**src/design/hgic_pkg.sv**
```systemverilog
// Package for the halo ghost index calculator: size limits, field widths,
// face and status codes, register indexes and the inter-stage structs.
// No dependencies.
package hgic_pkg;

   localparam int MAX_X = 1024;
   localparam int MAX_Y = 1024;
   localparam int MAX_Z = 256;

   localparam int SIZE_XW    = 11;
   localparam int SIZE_YW    = 11;
   localparam int SIZE_ZW    = 9;
   localparam int CSR_IDX_W  = 2;
   localparam int CSR_DATA_W = 11;
   localparam int CELL_XW    = 12;
   localparam int CELL_YW    = 12;
   localparam int CELL_ZW    = 10;
   localparam int ADDR_W     = 29;
   localparam int STATUS_W   = 2;

   // Register indexes
   localparam logic [CSR_IDX_W-1:0] CSR_SIZE_X = 2'd0;
   localparam logic [CSR_IDX_W-1:0] CSR_SIZE_Y = 2'd1;
   localparam logic [CSR_IDX_W-1:0] CSR_SIZE_Z = 2'd2;

   // Face codes
   localparam logic [2:0] FACE_XP = 3'd0;
   localparam logic [2:0] FACE_XN = 3'd1;
   localparam logic [2:0] FACE_YP = 3'd2;
   localparam logic [2:0] FACE_YN = 3'd3;
   localparam logic [2:0] FACE_ZP = 3'd4;
   localparam logic [2:0] FACE_ZN = 3'd5;

   // Status codes
   localparam logic [STATUS_W-1:0] ST_OK    = 2'd0;
   localparam logic [STATUS_W-1:0] ST_RANGE = 2'd1;
   localparam logic [STATUS_W-1:0] ST_DIR   = 2'd2;

   typedef struct packed {
      logic [SIZE_XW-1:0] nx;
      logic [SIZE_YW-1:0] ny;
      logic [SIZE_ZW-1:0] nz;
   } sizes_type;

   // Checked request with first-level products
   typedef struct packed {
      logic                valid;
      logic                ground;
      logic [2:0]          face;
      logic [STATUS_W-1:0] status;
      logic [9:0]          x;
      logic [9:0]          y;
      logic [7:0]          z;
      sizes_type           sizes;
      logic [20:0]         n2;
      logic [19:0]         t;
   } front_type;

endpackage

```
**src/design/hgic_cfg.sv**
```systemverilog
// Size registers of the halo ghost index calculator, with clamping of each
// size to its legal range. Depends on hgic_pkg.
module hgic_cfg (
   input  logic                           clock,
   input  logic                           reset,
   input  logic                           csr_we,
   input  logic [hgic_pkg::CSR_IDX_W-1:0]  csr_index,
   input  logic [hgic_pkg::CSR_DATA_W-1:0] csr_wdata,
   output hgic_pkg::sizes_type            sizes
);
   import hgic_pkg::*;

   logic [SIZE_XW-1:0] size_x_ff;
   logic [SIZE_YW-1:0] size_y_ff;
   logic [SIZE_ZW-1:0] size_z_ff;

   always_ff @(posedge clock) begin
      if (reset) begin
         size_x_ff <= SIZE_XW'(1);
         size_y_ff <= SIZE_YW'(1);
         size_z_ff <= SIZE_ZW'(1);
      end else if (csr_we) begin
         case (csr_index)
            CSR_SIZE_X: size_x_ff <= csr_wdata[SIZE_XW-1:0];
            CSR_SIZE_Y: size_y_ff <= csr_wdata[SIZE_YW-1:0];
            CSR_SIZE_Z: size_z_ff <= csr_wdata[SIZE_ZW-1:0];
            default: ;
         endcase
      end
   end

   // zero reads as one, anything past the maximum reads as the maximum
   always_comb begin
      if (size_x_ff == '0)
         sizes.nx = SIZE_XW'(1);
      else if (size_x_ff > SIZE_XW'(MAX_X))
         sizes.nx = SIZE_XW'(MAX_X);
      else
         sizes.nx = size_x_ff;

      if (size_y_ff == '0)
         sizes.ny = SIZE_YW'(1);
      else if (size_y_ff > SIZE_YW'(MAX_Y))
         sizes.ny = SIZE_YW'(MAX_Y);
      else
         sizes.ny = size_y_ff;

      if (size_z_ff == '0)
         sizes.nz = SIZE_ZW'(1);
      else if (size_z_ff > SIZE_ZW'(MAX_Z))
         sizes.nz = SIZE_ZW'(MAX_Z);
      else
         sizes.nz = size_z_ff;
   end

endmodule

```
**src/design/hgic_front.sv**
```systemverilog
// Front stages: request capture, face and range checks, and the products
// nx*ny and y*nx + x. Depends on hgic_pkg.
module hgic_front (
   input  logic                                clock,
   input  logic                                reset,
   input  logic                                accept,
   input  logic                                req_cmd,
   input  logic [2:0]                          req_face,
   input  logic signed [hgic_pkg::CELL_XW-1:0] req_cell_x,
   input  logic signed [hgic_pkg::CELL_YW-1:0] req_cell_y,
   input  logic signed [hgic_pkg::CELL_ZW-1:0] req_cell_z,
   input  hgic_pkg::sizes_type                 sizes,
   output hgic_pkg::front_type                 front
);
   import hgic_pkg::*;

   // capture stage
   logic               valid_ff;
   logic               cmd_ff;
   logic [2:0]         face_ff;
   logic [CELL_XW-1:0] x_ff;
   logic [CELL_YW-1:0] y_ff;
   logic [CELL_ZW-1:0] z_ff;
   sizes_type          sizes_ff;

   // check stage
   front_type front_in;
   front_type front_ff;

   logic        xin, yin, zin;
   logic        x_last, y_last, z_last;
   logic        ok, dir_bad;
   logic [21:0] n2_full;
   logic [20:0] t_full;

   always_ff @(posedge clock) begin
      if (reset)
         valid_ff <= 1'b0;
      else
         valid_ff <= accept;
   end

   always_ff @(posedge clock) begin
      cmd_ff   <= req_cmd;
      face_ff  <= req_face;
      x_ff     <= req_cell_x;
      y_ff     <= req_cell_y;
      z_ff     <= req_cell_z;
      sizes_ff <= sizes;
   end

   always_comb begin
      xin    = !x_ff[CELL_XW-1] && (x_ff[SIZE_XW-1:0] < sizes_ff.nx);
      yin    = !y_ff[CELL_YW-1] && (y_ff[SIZE_YW-1:0] < sizes_ff.ny);
      zin    = !cmd_ff || (!z_ff[CELL_ZW-1] && (z_ff[SIZE_ZW-1:0] < sizes_ff.nz));
      x_last = (x_ff == {1'b0, sizes_ff.nx - SIZE_XW'(1)});
      y_last = (y_ff == {1'b0, sizes_ff.ny - SIZE_YW'(1)});
      z_last = (z_ff == {1'b0, sizes_ff.nz - SIZE_ZW'(1)});

      dir_bad = (face_ff > FACE_ZN) || (!cmd_ff && (face_ff > FACE_YN));

      case (face_ff)
         FACE_XP: ok = x_last && yin && zin;
         FACE_XN: ok = (x_ff == '0) && yin && zin;
         FACE_YP: ok = y_last && xin && zin;
         FACE_YN: ok = (y_ff == '0) && xin && zin;
         FACE_ZP: ok = z_last && xin && yin;
         FACE_ZN: ok = (z_ff == '0) && xin && yin;
         default: ok = 1'b0;
      endcase

      // coordinates only matter when the check passes, then they fit 10 bits
      n2_full = 22'(sizes_ff.nx) * 22'(sizes_ff.ny);
      t_full  = 21'(y_ff[9:0]) * 21'(sizes_ff.nx) + 21'(x_ff[9:0]);

      front_in.valid  = valid_ff;
      front_in.ground = cmd_ff;
      front_in.face   = face_ff;
      if (dir_bad)
         front_in.status = ST_DIR;
      else if (ok)
         front_in.status = ST_OK;
      else
         front_in.status = ST_RANGE;
      front_in.x     = x_ff[9:0];
      front_in.y     = y_ff[9:0];
      front_in.z     = z_ff[7:0];
      front_in.sizes = sizes_ff;
      front_in.n2    = n2_full[20:0];
      front_in.t     = t_full[19:0];
   end

   always_ff @(posedge clock) begin
      if (reset)
         front_ff <= '0;
      else
         front_ff <= front_in;
   end

   assign front = front_ff;

endmodule

```
**src/design/hgic_back.sv**
```systemverilog
// Back stages: face offset and multiplier operand select, the layer
// multiply, and the final add into the ghost address. Depends on hgic_pkg.
module hgic_back (
   input  logic                              clock,
   input  logic                              reset,
   input  hgic_pkg::front_type               front,
   output logic                              rsp_valid,
   output logic [hgic_pkg::ADDR_W-1:0]       rsp_ghost_address,
   output logic [hgic_pkg::STATUS_W-1:0]     rsp_status
);
   import hgic_pkg::*;

   // operand stage
   logic                op_valid_ff;
   logic [STATUS_W-1:0] op_status_ff;
   logic [20:0]         op_a_ff, op_a_in;
   logic [8:0]          op_b_ff, op_b_in;
   logic [19:0]         op_add_ff, op_add_in;

   // product stage
   logic                pr_valid_ff;
   logic [STATUS_W-1:0] pr_status_ff;
   logic [29:0]         pr_prod_ff;
   logic [19:0]         pr_add_ff;

   // result stage
   logic                rsp_valid_ff;
   logic [STATUS_W-1:0] rsp_status_ff;
   logic [ADDR_W-1:0]   rsp_addr_ff;
   logic [29:0]         sum;

   logic [12:0] off;
   logic [20:0] surf;
   logic [20:0] m2;

   always_comb begin
      case (front.face)
         FACE_XP: off = 13'({front.sizes.nx, 1'b0}) + 13'(front.y);
         FACE_XN: off = 13'({front.sizes.nx, 1'b0}) + 13'(front.sizes.ny)
                        + 13'(front.y);
         FACE_YP: off = 13'(front.x);
         FACE_YN: off = 13'(front.sizes.nx) + 13'(front.x);
         default: off = '0;
      endcase

      surf = front.n2 + 21'(off);
      // (nx+2)*(ny+2) rebuilt from nx*ny
      m2 = front.n2 + 21'({front.sizes.nx, 1'b0}) + 21'({front.sizes.ny, 1'b0})
           + 21'd4;

      if (front.status != ST_OK) begin
         // drop to zero on any failed request
         op_a_in   = '0;
         op_b_in   = '0;
         op_add_in = '0;
      end else if (!front.ground) begin
         op_a_in   = surf;
         op_b_in   = 9'd1;
         op_add_in = '0;
      end else if (front.face == FACE_ZP || front.face == FACE_ZN) begin
         op_a_in   = m2;
         op_b_in   = (front.face == FACE_ZP) ? front.sizes.nz
                                             : front.sizes.nz + 9'd1;
         op_add_in = front.t;
      end else begin
         op_a_in   = surf;
         op_b_in   = front.sizes.nz;
         op_add_in = 20'(front.z);
      end
   end

   assign sum = pr_prod_ff + 30'(pr_add_ff);

   always_ff @(posedge clock) begin
      if (reset) begin
         op_valid_ff  <= 1'b0;
         pr_valid_ff  <= 1'b0;
         rsp_valid_ff <= 1'b0;
      end else begin
         op_valid_ff  <= front.valid;
         pr_valid_ff  <= op_valid_ff;
         rsp_valid_ff <= pr_valid_ff;
      end
   end

   always_ff @(posedge clock) begin
      op_status_ff  <= front.status;
      op_a_ff       <= op_a_in;
      op_b_ff       <= op_b_in;
      op_add_ff     <= op_add_in;
      pr_status_ff  <= op_status_ff;
      pr_prod_ff    <= 30'(op_a_ff) * 30'(op_b_ff);
      pr_add_ff     <= op_add_ff;
      rsp_status_ff <= pr_status_ff;
      rsp_addr_ff   <= sum[ADDR_W-1:0];
   end

   assign rsp_valid         = rsp_valid_ff;
   assign rsp_ghost_address = rsp_addr_ff;
   assign rsp_status        = rsp_status_ff;

endmodule

```
**src/design/halo_ghost_index_calculator.sv**
```systemverilog
// Halo ghost index calculator: one request per cycle while busy is low, through five
// register stages (capture, checks with nx*ny, operand select, layer multiply,
// final add); rsp_valid comes from the final add stage, high for one cycle.
// busy is a registered copy of reset; reset clears valids and sets all sizes
// to 1. Results cannot be held off by the receiver.
// Depends on hgic_pkg, hgic_cfg, hgic_front, hgic_back.
module halo_ghost_index_calculator (
   input  logic                                clock,
   input  logic                                reset,
   input  logic                                start,
   output logic                                busy,
   input  logic                                req_cmd,
   input  logic [2:0]                          req_face,
   input  logic signed [hgic_pkg::CELL_XW-1:0] req_cell_x,
   input  logic signed [hgic_pkg::CELL_YW-1:0] req_cell_y,
   input  logic signed [hgic_pkg::CELL_ZW-1:0] req_cell_z,
   output logic                                rsp_valid,
   output logic [hgic_pkg::ADDR_W-1:0]         rsp_ghost_address,
   output logic [hgic_pkg::STATUS_W-1:0]       rsp_status,
   input  logic                                csr_we,
   input  logic [hgic_pkg::CSR_IDX_W-1:0]      csr_index,
   input  logic [hgic_pkg::CSR_DATA_W-1:0]     csr_wdata
);
   import hgic_pkg::*;

   logic      busy_ff;
   logic      accept;
   sizes_type sizes;
   front_type front;

   always_ff @(posedge clock) begin
      busy_ff <= reset;
   end

   assign busy   = busy_ff;
   assign accept = start & ~busy_ff;

   hgic_cfg u_cfg (
      .clock     (clock),
      .reset     (reset),
      .csr_we    (csr_we),
      .csr_index (csr_index),
      .csr_wdata (csr_wdata),
      .sizes     (sizes)
   );

   hgic_front u_front (
      .clock      (clock),
      .reset      (reset),
      .accept     (accept),
      .req_cmd    (req_cmd),
      .req_face   (req_face),
      .req_cell_x (req_cell_x),
      .req_cell_y (req_cell_y),
      .req_cell_z (req_cell_z),
      .sizes      (sizes),
      .front      (front)
   );

   hgic_back u_back (
      .clock             (clock),
      .reset             (reset),
      .front             (front),
      .rsp_valid         (rsp_valid),
      .rsp_ghost_address (rsp_ghost_address),
      .rsp_status        (rsp_status)
   );

endmodule

```
**config.mk**
```make
export PLATFORM = sky130hd
export DESIGN_NAME = halo_ghost_index_calculator
export DESIGN_NICKNAME = d
export VERILOG_FILES = /design/src/design/hgic_pkg.sv /design/src/design/hgic_cfg.sv /design/src/design/hgic_front.sv /design/src/design/hgic_back.sv /design/src/design/halo_ghost_index_calculator.sv
export SDC_FILE = /design/constraint.sdc
export NUM_CORES = 2
export LEC_CHECK = 0
export BUFFER_PORTS_ARGS = -buffer_cell sky130_fd_sc_hd__buf_2
export CORE_MARGIN = 5
export CORE_UTILIZATION = 30
export CTS_BUF_LIST = sky130_fd_sc_hd__clkbuf_8
export DETAILED_ROUTE_END_ITERATION = 10
export PLACE_DENSITY = 0.45
export SKIP_LAST_GASP = 1
export SLEW_MARGIN = 20
export SYNTH_ARGS = -nofsm -noshare
export SYNTH_HDL_FRONTEND = slang
export SYNTH_HIERARCHICAL = 1
export SYNTH_SLANG_ARGS = --single-unit
```
**constraint.sdc**
```tcl
create_clock -name clock -period 15.9 [get_ports clock]
set_input_delay 1.59 -clock clock [delete_from_list [all_inputs] [get_ports clock]]
set_output_delay 1.59 -clock clock [all_outputs]
set_load 0.02 [all_outputs]
```
After elaboration in Yosys (flattened, before gate mapping)
Index checks and enable logic that the tools add are counted.
{"block": "op_classes", "add_sub_neg": 14, "mul": 3, "order_cmp": 8, "n_eq_ne": 15, "muxes": 13, "n_bitwise": 4, "n_reduce_logical": 42}
{"operator": "13-bit one-hot mux with 4 select lines", "n": 1}
{"operator": "21-bit by 12-bit adder with 21-bit output", "n": 2}
{"operator": "21-bit two-way mux", "n": 2}
{"operator": "29-bit by 20-bit adder with 29-bit output", "n": 1}
{"operator": "21-bit by 9-bit multiplier with 29-bit output", "n": 1}
{"operator": "9-bit two-way mux", "n": 3}
{"operator": "12-bit by 11-bit equality test with 1-bit output", "n": 2}
{"operator": "12-bit logical NOT", "n": 2}
{"operator": "11-bit > comparator, second input constant", "n": 2}
{"operator": "11-bit logical NOT", "n": 2}
{"operator": "11-bit less-than comparator", "n": 2}
{"operator": "11-bit two-way mux", "n": 2}
{"operator": "11-bit by 1-bit subtractor with 11-bit output, second input constant", "n": 2}
{"operator": "21-bit by 13-bit adder with 21-bit output", "n": 1}
{"operator": "21-bit by 3-bit adder with 21-bit output, second input constant", "n": 1}
{"operator": "11-bit by 11-bit multiplier with 21-bit output", "n": 1}
{"operator": "20-bit by 10-bit adder with 20-bit output", "n": 1}
{"operator": "10-bit by 11-bit multiplier with 20-bit output", "n": 1}
{"operator": "1-bit logical AND", "n": 16}
{"operator": "12-bit by 10-bit adder with 13-bit output", "n": 1}
{"operator": "12-bit by 11-bit adder with 13-bit output", "n": 1}
{"operator": "13-bit by 10-bit adder with 13-bit output", "n": 1}
{"operator": "11-bit by 10-bit adder with 12-bit output", "n": 1}
{"operator": "3-bit by 2-bit equality test with 1-bit output, second input constant", "n": 4}
{"operator": "other kinds (27)", "n": 46}
{"block": "word_totals", "reg_bits": 346, "input_bits": 55, "wordCells": 142}

Depth between registers and ports, before layout
{"block": "logic_depth", "word_depth": 7, "ltp_mapped": 21, "ltp_nobuf": 21}

Cells and area by module
The synthesis kept the hierarchy.
{"module": "hgic_front", "n_inst": 1, "cells_per_inst": 1444, "area_each_um2": 13417.9, "seq_area_each_um2": 3543.4}
{"module": "hgic_back", "n_inst": 1, "cells_per_inst": 1479, "area_each_um2": 13362.8, "seq_area_each_um2": 2742.6}
{"module": "hgic_cfg", "n_inst": 1, "cells_per_inst": 149, "area_each_um2": 1393.8, "seq_area_each_um2": 620.6}
{"module": "halo_ghost_index_calculator", "n_inst": 1, "cells_per_inst": 2, "area_each_um2": 33.8, "seq_area_each_um2": 20.0}

Worst setup path after synthesis
OpenSTA, ideal clock, no wires.
{"block": "synth_path", "kind": "register to register", "start": "register u_front.sizes_ff (netlist bit u_front/front_in[67])", "end": "register u_front.front_ff (netlist bit u_front/front[19])", "setup_ns": 0.079, "arrival_ns": 5.248, "slack_ns": 10.573, "path_stages_with_launch": 22, "n_path_buf": 2, "synth_period_minus_slack_ns": 5.327, "path_cell_list": "dfxtp_1 clkbuf_1 clkbuf_1 nand2_1 fa_1 inv_1 fa_1 inv_1 fa_1 inv_1 fa_1 inv_1 fa_1 inv_1 ha_1 a21oi_1 nand2b_1 o21ai_1 a211oi_1 o211ai_1 or4b_1 o211ai_1"}
{"block": "synth_between", "elab_chain_cells": 2}
{"element": "from (decl)", "line": "hgic_front.sv:24", "text": "sizes_type sizes_ff;"}
{"element": "from (signal assigned)", "line": "hgic_front.sv:49", "text": "sizes_ff <= sizes;"}
{"element": "10-bit by 11-bit multiplier with 20-bit output", "line": "hgic_front.sv:74", "text": "t_full = 21'(y_ff[9:0]) * 21'(sizes_ff.nx) + 21'(x_ff[9:0]);"}
{"element": "20-bit by 10-bit adder with 20-bit output", "line": "hgic_front.sv:74"}
{"element": "to (signal assigned)", "line": "hgic_front.sv:97", "text": "front_ff <= front_in;"}
{"element": "to (decl)", "line": "hgic_front.sv:28", "text": "front_type front_ff;"}
No other way between the ends.
A chain may end at the register's enable or synchronous reset.

Worst setup path in the final report
{"block": "layout_path", "start": "register u_front.sizes_ff (netlist bit u_front/front_in[67])", "end": "register u_front.front_ff (netlist bit u_front/front[18])"}
Same word-level chain as after synthesis.

==> impl_results.md <==
- Root Driver: clkbuf_8
- Pwr Total: 2.45 mW
- Num CTS Buffers: 73
- Hold buffer count at CTS: 0
- Slew @ Worst Pin: 1.03 ns
- Final TNS setup: 0 ns
- Hold/Removal Path Class: reg -> reg
- WL per Instance: 17.8 um
- Layout Utilization: 0.337
- Crit-path cells: nand2_1 -> fa_1 -> inv_1 -> fa_1 -> inv_1 -> fa_1 -> inv_1 -> fa_1 -> inv_1 -> fa_1 -> inv_1 -> ha_1 -> o21ai_1 -> a2111oi_0 -> o41ai_1 -> a31oi_1 -> xnor2_1 -> nor2_1
- Setup crit start: u_front/front_in[67]
- Critical-path maximum fanout: 16
- Area Growth Syn to Fin: 11.7%
- Register area: between 6000 and 7000 um^2
- Post-route ant nets: 0
- Metal-1 WL: 36.7 mm
- CP max stage delay: ~0.91 ns
- CTS tree: done
- Setup Viol. Count Final: 0
- Place WS: 9.92 ns
- DR WL met2: between 30 and 40 mm
- Sw Ratio: 0.288
- Simple-Gate Fraction of Synth Area: 0.170
- Total core area: 93300 um^2
- Final Cycle Share: 0.376
- Yosys warns: 6
- Crit. End Element: flop
- DR pass1 iterations: 5
- Multi-input logic area: 19300 um^2
- Max Cap Viol: 0
- IO Pins: 88
- Number of gates resized after CTS: 0
- CTS Buffer Depth: 3
- Adder-Cell Fraction of Synth Area: 0.351
- Leak Pwr: 15.2 nW
- First-pass GRT wire length: 125 mm
- Clock-pin slew on the worst setup and hold paths: 0.06 ns
- Post-Route WL: a little under 80 mm
- Mux share of post-synthesis cell area: 0.0160
- Routability Congestion: 0.856
- Worst relative slew slack: 0.294
- Power Density: 77.7 nW/um^2
- Most frequent cells after synthesis: 384 x inv_1, 346 x dfxtp_1, 328 x nand2_1, 317 x fa_1, 284 x ha_1
- # rows: about 110
- Iter 0 DRT Violations: between 1000 and 1500
- Initial antenna violation count: 1
- Cells after Synth: a little over 3000
- Share of cells above drive strength 1: 0.0787
- Fin. Hold Viols: 0
- Worst setup margin: ~10 ns
- Die H: 317 um
- Reg2Reg Depth: 18
- Register area share after synthesis: 0.246
- Reg power frac: 0.398
- Crit path arrival time: 6.53 ns
- Syn_area_per_cell: between 9 and 10 um^2
- Drt drc: 0
- Yosys cell types: 81
- Post-synthesis compound-gate area fraction: 0.0945
- Tmin final: 5.97 ns
- Max VDD drop: 0.0543 mV
- FFs w/ async S/R, synth: 0
- Die area: 100000 um^2
- Max Fclk: 167 MHz
- Dpl hpwl: 63.3 mm
- Ys flop type: dfxtp_1
- Setup Crit Path Kind: reg -> reg
- Run status: finished, final reports clean
- Via/cell ratio: 4.63
- Via count: 20507
- Clock Sinks: 346
- Number of synthesized flops with an enable pin: 0
- Postcts setup bufs: 0
- Vias in the first global route: ~22000
- Fin nets: 3776
- Largest cells by area after synthesis: dfxtp_1 25%, fa_1 22%, ha_1 13%
- Net Sw Power: about 0.70 mW
- Fill cells: between 9000 and 10000
- Clk pwr share: 0.461
- Die X: 317 um
- Final Max Tran Viols: 0
- Clk_lat worst skew: approximately 0.70 ns
- Post-Synthesis Cell Area: 28200 um^2
- Worst hold slack: 0.321 ns
- RSZ-0062 raised after global routing: false
- Area leader, netlist: dfxtp_1
- Wire length on met3: approximately 2.7 mm
- Critical Path RT: roughly 16 ns
- FF+latch count, synth: 346
- Clock Skew: 0.0519 ns
- CTS H-Tree Depth: 3
- Syn_nets: 3730
- Overflow after GRT: 0
- Logic gate share of total power: 0.142
- Most frequent cell after synthesis: inv_1
- PortBufs: 87
- Main combinational cell family by area after synthesis: adder cells
- Initial core utilization: 0.302
- Slowest CP cell: a2111oi_0
- Largest net degree at the start of global routing: 83
- HP Start: u_back/op_add_ff[1]
- Post-Synth XOR/XNOR Area: 0.0522
- Top sig layer: met4
- Share of the synthesized area in the top cell type: 0.246
- Critical Path Source Type: flop
- Int Power: 1.74 mW
- Hold Crit Depth: 0
- Total GRT Usage: 0.160
- Worst r2r src: u_front/front_in[67]
-- layout by cell type (no fill, tap or decap), drive strengths merged, types with 24 or more instances in the layout --
| cell type | instances |
|---|---|
| a211oi | 30 |
| a21o | 44 |
| a21oi | 99 |
| and2 | 119 |
| and3 | 24 |
| buf | 92 |
| clkbuf | 87 |
| dfxtp | 346 |
| fa | 317 |
| ha | 284 |
| inv | 404 |
| mux2i | 35 |
| nand2 | 328 |
| nand3 | 26 |
| nor2 | 259 |
| nor2b | 97 |
| nor3 | 51 |
| nor4 | 26 |
| o21a | 25 |
| o21ai | 76 |
| xnor2 | 112 |
| xor2 | 56 |
-- per-layer routing --
layer  vias up  track usage
met5         -            0
met4         0       0.0378
met3        95       0.0225
met2       379        0.275
met1      9971        0.214
li1      10062            -
-- final timing paths --
path              slack [ns]             endpoint
hold / removal          0.32  u_back/pr_add_ff[1]
setup / recovery        9.93    u_front/front[18]
hold reg to reg         0.32  u_back/pr_add_ff[1]
setup reg to reg        9.93    u_front/front[18]
-- power by group through the flow --
stage,Combinational [mW],Clock (mW),Sequential (mW)
global route,0.399,1.21,0.979
global placement,0.350,0,0.994
detailed placement,0.347,0,0.994
finish,0.346,1.13,0.973
floorplan,0.268,0,0.953
CTS,0.351,1.17,0.975
-- per-stage QoR --
stage	area, um^2	std cells
3_5_place_dp	29700	4299
5_1_grt	31500	4432
3_3_place_gp	29700	4299
6_report	31500	4432
4_1_cts	31500	4431
2_1_floorplan	28200	3074
-- layout make-up --
cell class	count	share of cell area
diodes	1	0.0000795
clock buffers	87	0.0380
clock inverters	45	0.0173
inverters	399	0.0476
multi-input cells	2208	0.612
flip-flops and latches	346	0.220
well taps	1254	0.0498
repair buffers	92	0.0151
-- flip-flops by register name, indices dropped and copies added, names as in the netlist, 2 cells and up --
name	flops
u_front/y_ff	12
u_back/op_status_ff	2
u_back/op_a_ff	21
u_back/op_b_ff	9
u_front/front	107
u_back/rsp_status	2
u_back/rsp_ghost_address	29
u_cfg/size_z_ff	9
u_front/x_ff	12
u_cfg/size_x_ff	11
u_cfg/size_y_ff	11
u_front/face_ff	3
u_back/pr_add_ff	20
u_back/pr_prod_ff	29
u_front/z_ff	10
u_back/pr_status_ff	2
u_front/front_in	31
u_back/op_add_ff	20
-- worst max-delay path: cells and delay by family, from the launching register on --
kind	cells	cell delay (ns)
AO/OA/AOI/OAI	4	1.53
XOR/XNOR	1	0.19
adder cells (fa/ha/maj)	6	2.86
buffers and inverters	5	0.25
flip-flops	1	0.78
AND/OR/NAND/NOR	2	0.23
-- logic make-up (layout without fill, tap and decap cells) --
logic type / count (synthesis) / count (layout)
xor gates and xnor gates: 168 / 168
DFF: 346 / 346
other: 0 / 1
buffers and inverters: 520 / 623
AOI/OAI and AO/OA: 401 / 401
and+or+nand+nor: 998 / 998
muxes: 40 / 40
adders and majority gates: 601 / 601
Power figures use the tool's default switching activity.
